==> config.mk <==
export PLATFORM = sky130hd
export DESIGN_NAME = double_ended_queue
export DESIGN_NICKNAME = d
export VERILOG_FILES = /design/src/rtl/dq_pkg.sv /design/src/rtl/dq_ram.sv /design/src/rtl/dq_ctrl.sv /design/src/rtl/dq_dp.sv /design/src/rtl/double_ended_queue.sv
export SDC_FILE = /design/constraint.sdc
export NUM_CORES = 2
export LEC_CHECK = 0
export BUFFER_PORTS_ARGS = -buffer_cell sky130_fd_sc_hd__buf_4
export CORE_UTILIZATION = 55
export DETAILED_ROUTE_END_ITERATION = 12
export PLACE_DENSITY = 0.72
export SLEW_MARGIN = 20
export SYNTH_ARGS = -nofsm -noshare
export SYNTH_HDL_FRONTEND = slang
export SYNTH_HIERARCHICAL = 1
export SYNTH_SLANG_ARGS = --single-unit
==> constraint.sdc <==
create_clock -name clk -period 6.9 [get_ports clk]
set_input_delay 0 -clock clk [delete_from_list [all_inputs] [get_ports clk]]
set_output_delay 0 -clock clk [all_outputs]
set_load 0.005 [all_outputs]
==> src/rtl/dq_pkg.sv <==
// shared constants, types and codes for the double-ended queue
package dq_pkg;

  localparam int DEPTH     = 16;
  localparam int WORD_BITS = 64;
  localparam int IDX_W     = $clog2(DEPTH);
  localparam int CNT_W     = $clog2(DEPTH + 1);
  localparam int SUM_W     = CNT_W + 1;

  localparam int ACTION_W = 3;
  localparam int VALUE_W  = 64;
  localparam int OCC_W    = 5;

  localparam logic [ACTION_W-1:0] ACT_NONE       = 3'd0;
  localparam logic [ACTION_W-1:0] ACT_PUSH_FRONT = 3'd1;
  localparam logic [ACTION_W-1:0] ACT_PUSH_BACK  = 3'd2;
  localparam logic [ACTION_W-1:0] ACT_POP_FRONT  = 3'd3;
  localparam logic [ACTION_W-1:0] ACT_POP_BACK   = 3'd4;
  localparam logic [ACTION_W-1:0] ACT_REVERSE    = 3'd5;
  localparam logic [ACTION_W-1:0] ACT_CLEAR      = 3'd6;

  typedef enum logic [1:0] {
    ST_OK    = 2'd0,
    ST_EMPTY = 2'd1,
    ST_FULL  = 2'd2
  } dq_status_t;

  typedef enum logic [1:0] {
    S_IDLE,
    S_EXEC,
    S_READ,
    S_LOAD
  } dq_state_t;

  typedef struct packed {
    logic [ACTION_W-1:0] action;
    logic [VALUE_W-1:0]  value;
  } dq_in_t;

  typedef struct packed {
    dq_status_t         status;
    logic [VALUE_W-1:0] front_value;
    logic [VALUE_W-1:0] back_value;
    logic [OCC_W-1:0]   occupancy;
    logic               is_empty;
    logic               is_full;
  } dq_out_t;

  typedef struct packed {
    logic capture;
    logic exec;
    logic load;
  } dq_cmd_t;

endpackage

==> src/rtl/dq_ram.sv <==
// generic ram, one write port and two registered read ports
module dq_ram #(
  parameter int WIDTH = 64,
  parameter int DEPTH = 16
) (
  input  logic                     clk,
  input  logic                     we,
  input  logic [$clog2(DEPTH)-1:0] waddr,
  input  logic [WIDTH-1:0]         wdata,
  input  logic [$clog2(DEPTH)-1:0] raddr_a,
  input  logic [$clog2(DEPTH)-1:0] raddr_b,
  output logic [WIDTH-1:0]         rdata_a,
  output logic [WIDTH-1:0]         rdata_b
);

  logic [WIDTH-1:0] mem [DEPTH];

  always_ff @(posedge clk) begin
    if (we) begin
      mem[waddr] <= wdata;
    end
    rdata_a <= mem[raddr_a];
    rdata_b <= mem[raddr_b];
  end

endmodule

==> src/rtl/dq_ctrl.sv <==
// controller state machine sequencing update, ring read and result load
module dq_ctrl (
  input  logic           clk,
  input  logic           rst_n,
  input  logic           in_valid,
  output logic           in_ready,
  output logic           out_valid,
  input  logic           out_ready,
  output dq_pkg::dq_cmd_t cmd
);

  dq_pkg::dq_state_t state_r, state_nxt;
  logic              out_valid_r, out_valid_nxt;
  logic              load_ok;

  assign load_ok = !out_valid_r || out_ready;

  always_comb begin
    state_nxt = state_r;
    unique case (state_r)
      dq_pkg::S_IDLE: if (in_valid) state_nxt = dq_pkg::S_EXEC;
      dq_pkg::S_EXEC: state_nxt = dq_pkg::S_READ;
      dq_pkg::S_READ: state_nxt = dq_pkg::S_LOAD;
      dq_pkg::S_LOAD: if (load_ok) state_nxt = dq_pkg::S_IDLE;
      default:        state_nxt = dq_pkg::S_IDLE;
    endcase
  end

  always_comb begin
    in_ready    = (state_r == dq_pkg::S_IDLE);
    cmd.capture = in_valid && (state_r == dq_pkg::S_IDLE);
    cmd.exec    = (state_r == dq_pkg::S_EXEC);
    cmd.load    = (state_r == dq_pkg::S_LOAD) && load_ok;
    out_valid   = out_valid_r;
    priority if (cmd.load) begin
      out_valid_nxt = 1'b1;
    end else if (out_ready) begin
      out_valid_nxt = 1'b0;
    end else begin
      out_valid_nxt = out_valid_r;
    end
  end

  always_ff @(posedge clk) begin
    if (!rst_n) begin
      state_r     <= dq_pkg::S_IDLE;
      out_valid_r <= 1'b0;
    end else begin
      state_r     <= state_nxt;
      out_valid_r <= out_valid_nxt;
    end
  end

endmodule

==> src/rtl/dq_dp.sv <==
// datapath: head, count, reversed flag, ring store and result register
module dq_dp (
  input  logic            clk,
  input  logic            rst_n,
  input  dq_pkg::dq_cmd_t cmd,
  input  dq_pkg::dq_in_t  in_data,
  output dq_pkg::dq_out_t out_data
);

  localparam logic [dq_pkg::IDX_W-1:0] LAST_IDX = dq_pkg::IDX_W'(dq_pkg::DEPTH - 1);
  localparam logic [dq_pkg::CNT_W-1:0] FULL_CNT = dq_pkg::CNT_W'(dq_pkg::DEPTH);
  localparam logic [dq_pkg::SUM_W-1:0] DEPTH_S  = dq_pkg::SUM_W'(dq_pkg::DEPTH);

  logic [dq_pkg::ACTION_W-1:0]  act_r;
  logic [dq_pkg::WORD_BITS-1:0] val_r;
  logic [dq_pkg::IDX_W-1:0]     head_r, head_nxt;
  logic [dq_pkg::CNT_W-1:0]     cnt_r, cnt_nxt;
  logic                         rev_r, rev_nxt;
  dq_pkg::dq_status_t           status_r, status_nxt;
  dq_pkg::dq_out_t              out_r, out_nxt;

  logic [dq_pkg::IDX_W-1:0]     head_dec, head_inc, tail_ins, tail_idx;
  logic [dq_pkg::SUM_W-1:0]     ins_sum, last_sum;
  logic                         empty, full, to_low;
  logic                         we;
  logic [dq_pkg::IDX_W-1:0]     waddr;
  logic [dq_pkg::WORD_BITS-1:0] rd_lo, rd_hi;
  logic [dq_pkg::VALUE_W-1:0]   lo_ext, hi_ext;

  assign empty    = (cnt_r == '0);
  assign full     = (cnt_r == FULL_CNT);
  assign head_dec = (head_r == '0) ? LAST_IDX : head_r - 1'b1;
  assign head_inc = (head_r == LAST_IDX) ? '0 : head_r + 1'b1;

  // slot just past the high end, valid while not full
  assign ins_sum  = dq_pkg::SUM_W'(head_r) + dq_pkg::SUM_W'(cnt_r);
  assign tail_ins = (ins_sum >= DEPTH_S) ? dq_pkg::IDX_W'(ins_sum - DEPTH_S)
                                         : dq_pkg::IDX_W'(ins_sum);

  // slot at the high end, valid while not empty
  assign last_sum = ins_sum - 1'b1;
  assign tail_idx = empty ? head_r :
                    (last_sum >= DEPTH_S) ? dq_pkg::IDX_W'(last_sum - DEPTH_S)
                                          : dq_pkg::IDX_W'(last_sum);

  always_comb begin
    head_nxt   = head_r;
    cnt_nxt    = cnt_r;
    rev_nxt    = rev_r;
    status_nxt = dq_pkg::ST_OK;
    we         = 1'b0;
    waddr      = tail_ins;
    to_low     = 1'b0;
    unique case (act_r)
      dq_pkg::ACT_PUSH_FRONT, dq_pkg::ACT_PUSH_BACK: begin
        if (full) begin
          status_nxt = dq_pkg::ST_FULL;
        end else begin
          to_low  = (act_r == dq_pkg::ACT_PUSH_FRONT) != rev_r;
          we      = cmd.exec;
          cnt_nxt = cnt_r + 1'b1;
          if (to_low) begin
            head_nxt = head_dec;
            waddr    = head_dec;
          end
        end
      end
      dq_pkg::ACT_POP_FRONT, dq_pkg::ACT_POP_BACK: begin
        if (empty) begin
          status_nxt = dq_pkg::ST_EMPTY;
        end else begin
          to_low  = (act_r == dq_pkg::ACT_POP_FRONT) != rev_r;
          cnt_nxt = cnt_r - 1'b1;
          if (to_low) begin
            head_nxt = head_inc;
          end
        end
      end
      dq_pkg::ACT_REVERSE: begin
        if (empty) begin
          status_nxt = dq_pkg::ST_EMPTY;
        end else begin
          rev_nxt = !rev_r;
        end
      end
      dq_pkg::ACT_CLEAR: begin
        head_nxt = '0;
        cnt_nxt  = '0;
        rev_nxt  = 1'b0;
      end
      default: ;
    endcase
  end

  dq_ram #(
    .WIDTH (dq_pkg::WORD_BITS),
    .DEPTH (dq_pkg::DEPTH)
  ) u_ram (
    .clk     (clk),
    .we      (we),
    .waddr   (waddr),
    .wdata   (val_r),
    .raddr_a (head_r),
    .raddr_b (tail_idx),
    .rdata_a (rd_lo),
    .rdata_b (rd_hi)
  );

  assign lo_ext = empty ? '0 : dq_pkg::VALUE_W'(rd_lo);
  assign hi_ext = empty ? '0 : dq_pkg::VALUE_W'(rd_hi);

  always_comb begin
    out_nxt.status      = status_r;
    out_nxt.front_value = rev_r ? hi_ext : lo_ext;
    out_nxt.back_value  = rev_r ? lo_ext : hi_ext;
    out_nxt.occupancy   = dq_pkg::OCC_W'(cnt_r);
    out_nxt.is_empty    = empty;
    out_nxt.is_full     = full;
  end

  always_ff @(posedge clk) begin
    if (!rst_n) begin
      head_r <= '0;
      cnt_r  <= '0;
      rev_r  <= 1'b0;
    end else if (cmd.exec) begin
      head_r <= head_nxt;
      cnt_r  <= cnt_nxt;
      rev_r  <= rev_nxt;
    end
  end

  always_ff @(posedge clk) begin
    if (cmd.capture) begin
      act_r <= in_data.action;
      val_r <= in_data.value[dq_pkg::WORD_BITS-1:0];
    end
    if (cmd.exec) begin
      status_r <= status_nxt;
    end
    if (cmd.load) begin
      out_r <= out_nxt;
    end
  end

  assign out_data = out_r;

endmodule

==> src/rtl/double_ended_queue.sv <==
// top level of the double-ended queue
// Double-ended queue of up to dq_pkg::DEPTH words in a ring store addressed by
// a head index and a count, with a reversed flag that swaps the two ends. Each
// input word carries one action and produces one result word with status,
// front and back words, occupancy and empty/full flags. Items are handled one
// at a time: an accepted word passes through capture, update and ring write,
// registered ring read of both ends and result load, and a new word is only
// taken once the previous one is loaded. The result register lets the next
// word be accepted while the previous result waits; the ring's one write
// port and registered read ports set this sequence.
module double_ended_queue (
  input  logic            clk,
  input  logic            rst_n,
  input  logic            in_valid,
  output logic            in_ready,
  input  dq_pkg::dq_in_t  in_data,
  output logic            out_valid,
  input  logic            out_ready,
  output dq_pkg::dq_out_t out_data
);

  dq_pkg::dq_cmd_t cmd;

  dq_ctrl u_ctrl (
    .clk       (clk),
    .rst_n     (rst_n),
    .in_valid  (in_valid),
    .in_ready  (in_ready),
    .out_valid (out_valid),
    .out_ready (out_ready),
    .cmd       (cmd)
  );

  dq_dp u_dp (
    .clk      (clk),
    .rst_n    (rst_n),
    .cmd      (cmd),
    .in_data  (in_data),
    .out_data (out_data)
  );

endmodule

; Yosys cells after proc, flatten, opt, wreduce, memory -nomap -nowiden
; Memory sizes are Yosys's and may differ from the RTL's. A register that Yosys moved wholly into a read port is not among the register bits.
; Cells that the tools add are included.
; W data, S select, Z words.
[word_totals]
mem_count = 1
output_inout_bits = 139
in_bits = 71
mem_bits_rw = 1024
wordCells = 97
reg_bits = 219
[memory_table]
columns = name, depth, word_bits, read_ports, rd_clocked_by_memory_dff, write_ports, line_no
row1 = u_dp.u_ram.mem, 16, 64, 2, 2, 1, dq_ram.sv:16  ; logic [WIDTH-1:0] mem [DEPTH];
[classes]
muxes = 34
order_cmp = 2
reduce_logical = 18
n_addsub = 8
n_eq_ne = 20
[ops]
columns = operator, n
row1 = $mux W64, 4
row2 = $mux W4, 12
row3 = $pmux W5 S3, 1
row4 = $ge A6 B5 Y1 const B, 2
row5 = $pmux W4 S3, 1
row6 = $sub A4 B1 Y4 const B, 3
row7 = $mux W5, 2
row8 = $eq A3 B3 Y1 const B, 3
row9 = $mux W1, 8
row10 = $ne A2 B2 Y1 const B, 4
row11 = $pmux W2 S4, 1
row12 = $add A4 B5 Y6, 1
row13 = $eq A3 B2 Y1 const B, 2
row14 = $mux W2, 3
row15 = $ne A2 B1 Y1 const B, 3
row16 = $reduce_and A6 Y1, 1
row17 = $sub A6 B1 Y6 const B, 1
row18 = $add A5 B1 Y5 const B, 1
row19 = $eq A5 B5 Y1 const B, 1
row20 = $logic_not A5 Y1, 1
row21 = $sub A5 B1 Y5 const B, 1
row22 = $add A4 B1 Y4 const B, 1
row23 = $eq A2 B2 Y1 const B, 2
row24 = $eq A4 B4 Y1 const B, 1
row25 = 17 further kinds, 22

; Depth between registers and ports, before layout
[logic_depth]
word_depth = 6
ltp_mapped = 12
depth_no_buf = 10

; Modules after synthesis
; Netlist, hierarchy kept.
[modules_own_cells]
columns = module, area_each_um2, cells_each, instances
row1 = dq_ram, 48306.3, 2247, 1
row2 = dq_dp, 9409.0, 650, 1
row3 = dq_ctrl, 209.0, 22, 1

; Worst setup path before layout
; OpenSTA, ideal clock, no wires.
[synth_path]
path_type = reg2reg
from = register u_dp/head_r[1] in the netlist's numbering
to = memory u_dp.u_ram.mem[0][0], enable pin
setup_time_ps = 565
stages_incl_launch_ff = 9
synth_period_minus_slack_ps = 6927
slack_ps = -27
t_arrival_ps = 6363
path_cell_list = dfxtp_1 ha_1 a21o_1 a21oi_1 xnor2_1 xnor2_1 mux2i_1 or3b_2 nor3_1
[synth_via]
elab_chain_len = 6
elab_cells_between_ends = 10
[synth_rtl]
columns = item, line_no
row1 = start: declaration, dq_dp.sv:16  ; logic [dq_pkg::IDX_W-1:0] head_r, head_nxt;
row2 = start signal: assignment, dq_dp.sv:127  ; head_r <= head_nxt;
row3 = $add A4 B5 Y6, dq_dp.sv:36  ; assign ins_sum = dq_pkg::SUM_W'(head_r) + dq_pkg::SUM_W'(cnt_r);
row4 = $ge A6 B5 Y1 / $sub A4 B1 Y4 (equally long branches), dq_dp.sv:37  ; assign tail_ins = (ins_sum >= DEPTH_S) ? dq_pkg::IDX_W'(ins_sum - DEPTH_S)
row5 = $mux W4, dq_dp.sv:37
row6 = $mux W4, dq_dp.sv:62  ; if (to_low) begin
row7 = $mux W4, dq_dp.sv:56  ; if (full) begin
row8 = $mux W4 *, dq_dp.sv:54  ; unique case (act_r)
row9 = via u_dp.waddr (one bit), dq_dp.sv:26  ; logic [dq_pkg::IDX_W-1:0] waddr;
row10 = end: declaration, dq_ram.sv:16
; Mark *: on every way through the listed nets, which the timed path passes. The rest lies on a longest branch.

; Final worst setup path
[layout_path]
from = register u_dp/head_r[1] in the netlist's numbering
to = memory u_dp.u_ram.mem[14][63], enable pin
; Same word-level chain as after synthesis.

==> metrics.csv <==
stage,metric,value,unit
outcome,status,finished clean,
synthesis,synth-seq-area-share,68.6,%
synthesis,synth.area.top_cells,"edfxtp_1, mux4_2, dfxtp_1, a22oi_1, mux2i_1",
finish,fin_cells,4757,
synthesis,synth_ff_type,edfxtp_1,
synthesis,avgSynthCellArea,19.8,sq um
synthesis,synth_top_area_share,63.8,%
sta,fmax,209,MHz
detailed_routing,drtAntennaViolNets,0,
setup_path,rr_worst_depth,10,
detailed_routing,route.final.wire_length,141,mm
cts,insertion_delay,0.76,ns
setup_path,crit_end,u_dp/u_ram/mem[14][63],
grt,grt_max_degree,138,
detailed_routing,drt_iter0_drc,3592,
finish,final_area,66900,sq um
power,p_int,19.2,mW
detailed_routing,drt_pass1_iterations,6,
power,switching_power,9.37,mW
sta,fin_skew,0.0238,ns
cts,clk_pin_slew,0.06,ns
finish,nFillCells,6961,
floorplanning,die_w,327,um
detailed_routing,via_per_inst,6.59,
job,max_cap_viol_count,0,
finish,syn2layout_area_growth,15.5,%
sta,fin_crit,4.78,ns
place,portBuffers,209,
finish,nNetsFinal,3342,
power,power_density,427,nW/um^2
setup_path,regToRegSetupSlack,2.12,ns
power,clkPwrFrac,26.1,%
floorplanning,initial_core_util,55.7,%
sta,rsz0062_at_grt,no,
cts,clockRootBuffer,clkbuf_16,
floorplanning,num_io_pins,210,
setup_path,rr_endpoint,u_dp/u_ram/mem[14][63],
place,place_area,60900,sq um
cts,cts_buffers,142,
synthesis,netlist_instances,2919,
place,dpl.cell_count,4354,
sta,drv_slew,0,
detailed_routing,routedWlPerCell,29.7,um
synthesis,synth_common_cells,"edfxtp_1, mux4_2, a22oi_1, nor2_1, nand2_1",
synthesis,ys.warnings.count,6,
setup_path,cp-start-kind,register,
finish,diodes,0,
detailed_routing,drc,0,
floorplanning,fp.dieH,327,um
place,gp_congestion,0.793,
synthesis,synth_top_area_cell,edfxtp_1,
synthesis,synth-edff-count,1230,
power,leakage,21.1,nW
grt,grtUsageTotal,26.9,%
floorplanning,core.rowCount,118,
hold_path,hold_path_class,in2reg,
sta,fin_crit_sh,69.3,%
grt,grt_overflow_total,0,
setup_path,end_kind,register,
sta,setup_tns,0,ns
grt,grt_pass1_vias,33600,
setup_path,startpoint,u_dp/head_r[1],
place,dpl.hpwl,76.4,mm
power,vdd_drop_max,0.000616,V
power,power_frac_comb,34.7,%
detailed_routing,vias,31300,
sta,worst_slew_pin_slew,1.12,ns
synthesis,yosysUniqueCellTypes,62,
synthesis,ys_ff_latch,1371,
sta,relSlewSlack,25.3,%
grt,grt_pass1_wl,211,mm
cts,clockBufferDepth,3,
cts,htreeDepth,4,
setup_path,crit_type,reg2reg,
synthesis,syn_area,57900,sq um
cts,cts_sinks,1371,
setup_path,timing.rr.start,u_dp/head_r[1],
power,switching_share,32.8,%
finish,fin_util,64.4,%
floorplanning,dieArea,107000,sq um
setup_path,worstPathArrival,5.18,ns
grt,antenna_found_initial,0,
cts,cts_tree,yes,
power,sequentialPowerShare,39.2,%
sta,hold_viol,0,
floorplanning,core_area,104000,sq um
sta,setup_violations,0,
setup_path,crit_fanout,71,
synthesis,synthArstFlopShare,0,%
synthesis,syn_nets,3006,
finish,final_layout_size_suffix_gt1_share,30.5,%
synthesis,synth.most_common_cell,edfxtp_1,
setup_path,worstPathRequired,7.30,ns
-- registers in the layout, summed over array words and instances, names as in the netlist --
signal and flops:
u_dp/u_ram/mem 1024, u_dp/out_data 137, u_dp/u_ram/rdata_a 64, u_dp/u_ram/rdata_b 64, u_dp/val_r 64, u_dp/cnt_r 5
u_dp/head_r 4, u_dp/act_r 3, u_ctrl/state_r 2, u_dp/status_r 2, u_ctrl/out_valid 1, u_dp/rev_r 1
-- per-stage QoR --
| stage | hold WS (ns) | setup WS, ns | total power [mW] |
|---|---|---|---|
| after floorplan | 0.0989 | 0.225 | 18.4 |
| final | 0.0338 | 2.12 | 28.6 |
| after global placement | 0.179 | 2.25 | 21.0 |
| after global routing | 0.0190 | 1.93 | 29.7 |
| after CTS | 0.00278 | 2.00 | 28.7 |
| after detailed placement | 0.179 | 2.05 | 21.2 |
-- worst min path at each step --
| stage | from | to | depth (start not counted) |
|---|---|---|---|
| 3_3_place_gp | in_data[17] | u_dp/val_r[17] | 1 |
| 6_report | in_data[43] | u_dp/val_r[43] | 2 |
| 2_1_floorplan | in_data[64] | u_dp/act_r[0] | 0 |
| 3_5_place_dp | in_data[34] | u_dp/val_r[34] | 1 |
| 5_1_grt | in_data[62] | u_dp/val_r[62] | 2 |
| 4_1_cts | in_data[62] | u_dp/val_r[62] | 2 |
-- power by group through the flow --
stage	clock [mW]	combinational [mW]	sequential, mW
finish	7.46	9.91	11.2
global route	7.88	10.5	11.3
CTS	7.56	9.94	11.2
detailed placement	0	9.84	11.3
global placement	0	9.70	11.3
floorplan	0	7.43	11.0
-- cell usage in the layout (no fill, tap or decap), types with 15 or more instances in the layout --
cell type,netlist,final
clkbuf_1,74,42
a22oi_1,257,257
dlygate4sd3_1,0,136
mux2i_1,137,137
clkinv_2,0,27
clkinv_1,0,15
edfxtp_1,1230,1230
nand2_1,145,145
dfxtp_1,141,138
buf_12,0,21
clkbuf_16,0,146
nor2_1,152,138
mux4_2,512,512
buf_4,23,242
-- per-layer routing --
layer	routed length [um]	GRT usage [%]	part of all wire [%]	vias up
met3	11100	4.43	7.8	271
met1	53400	35.5	38	16600
met4	4280	9.26	3.0	0
met5	0	0	0	-
li1	-	-	-	12900
met2	72300	45.6	51	1557
-- cell families (layout without fill, tap and decap cells) --
logic type | after synthesis | count (layout) | share of synthesized area [%]
adders and majority gates | 16 | 16 | 0.372
DFF | 1371 | 1371 | 68.6
xor gates and xnor gates | 11 | 11 | 0.166
muxes | 650 | 650 | 22.3
buffers and inverters | 219 | 677 | 2.07
and+or+nand+nor | 351 | 351 | 2.54
AOI/OAI and AO/OA | 301 | 301 | 3.92
-- timing repair --
item                      in CTS  in global routing
buffers inserted               0                  0
hold endpoints to repair     113                  0
resized for setup              0                  0
hold buffers                 136                  0
-- cell type report --
| class | count | area, sq um | share of cell area [%] |
|---|---|---|---|
| Clock buffer | 201 | 3990 | 5.96 |
| Sequential cell | 1371 | 39800 | 59.5 |
| Clock inverter | 65 | 576 | 0.860 |
| Multi-Input combinational cell | 1329 | 17200 | 25.7 |
| Timing Repair Buffer | 400 | 3630 | 5.42 |
| Tap cell | 1380 | 1730 | 2.58 |
| Inverter | 11 | 43.8 | 0.0655 |
-- worst max-delay path, cell delays in order (launching register included) --
cell     delay (ns)
dfxtp_4        0.34
buf_4          0.82
ha_1           0.38
a21o_1         0.17
a21oi_1        0.17
xnor2_1        0.20
xnor2_1        0.12
mux2i_1        0.32
nand3_1        0.39
nor2_4         0.97
buf_4          0.51
Note: power is estimated with default switching activity, not from simulation.
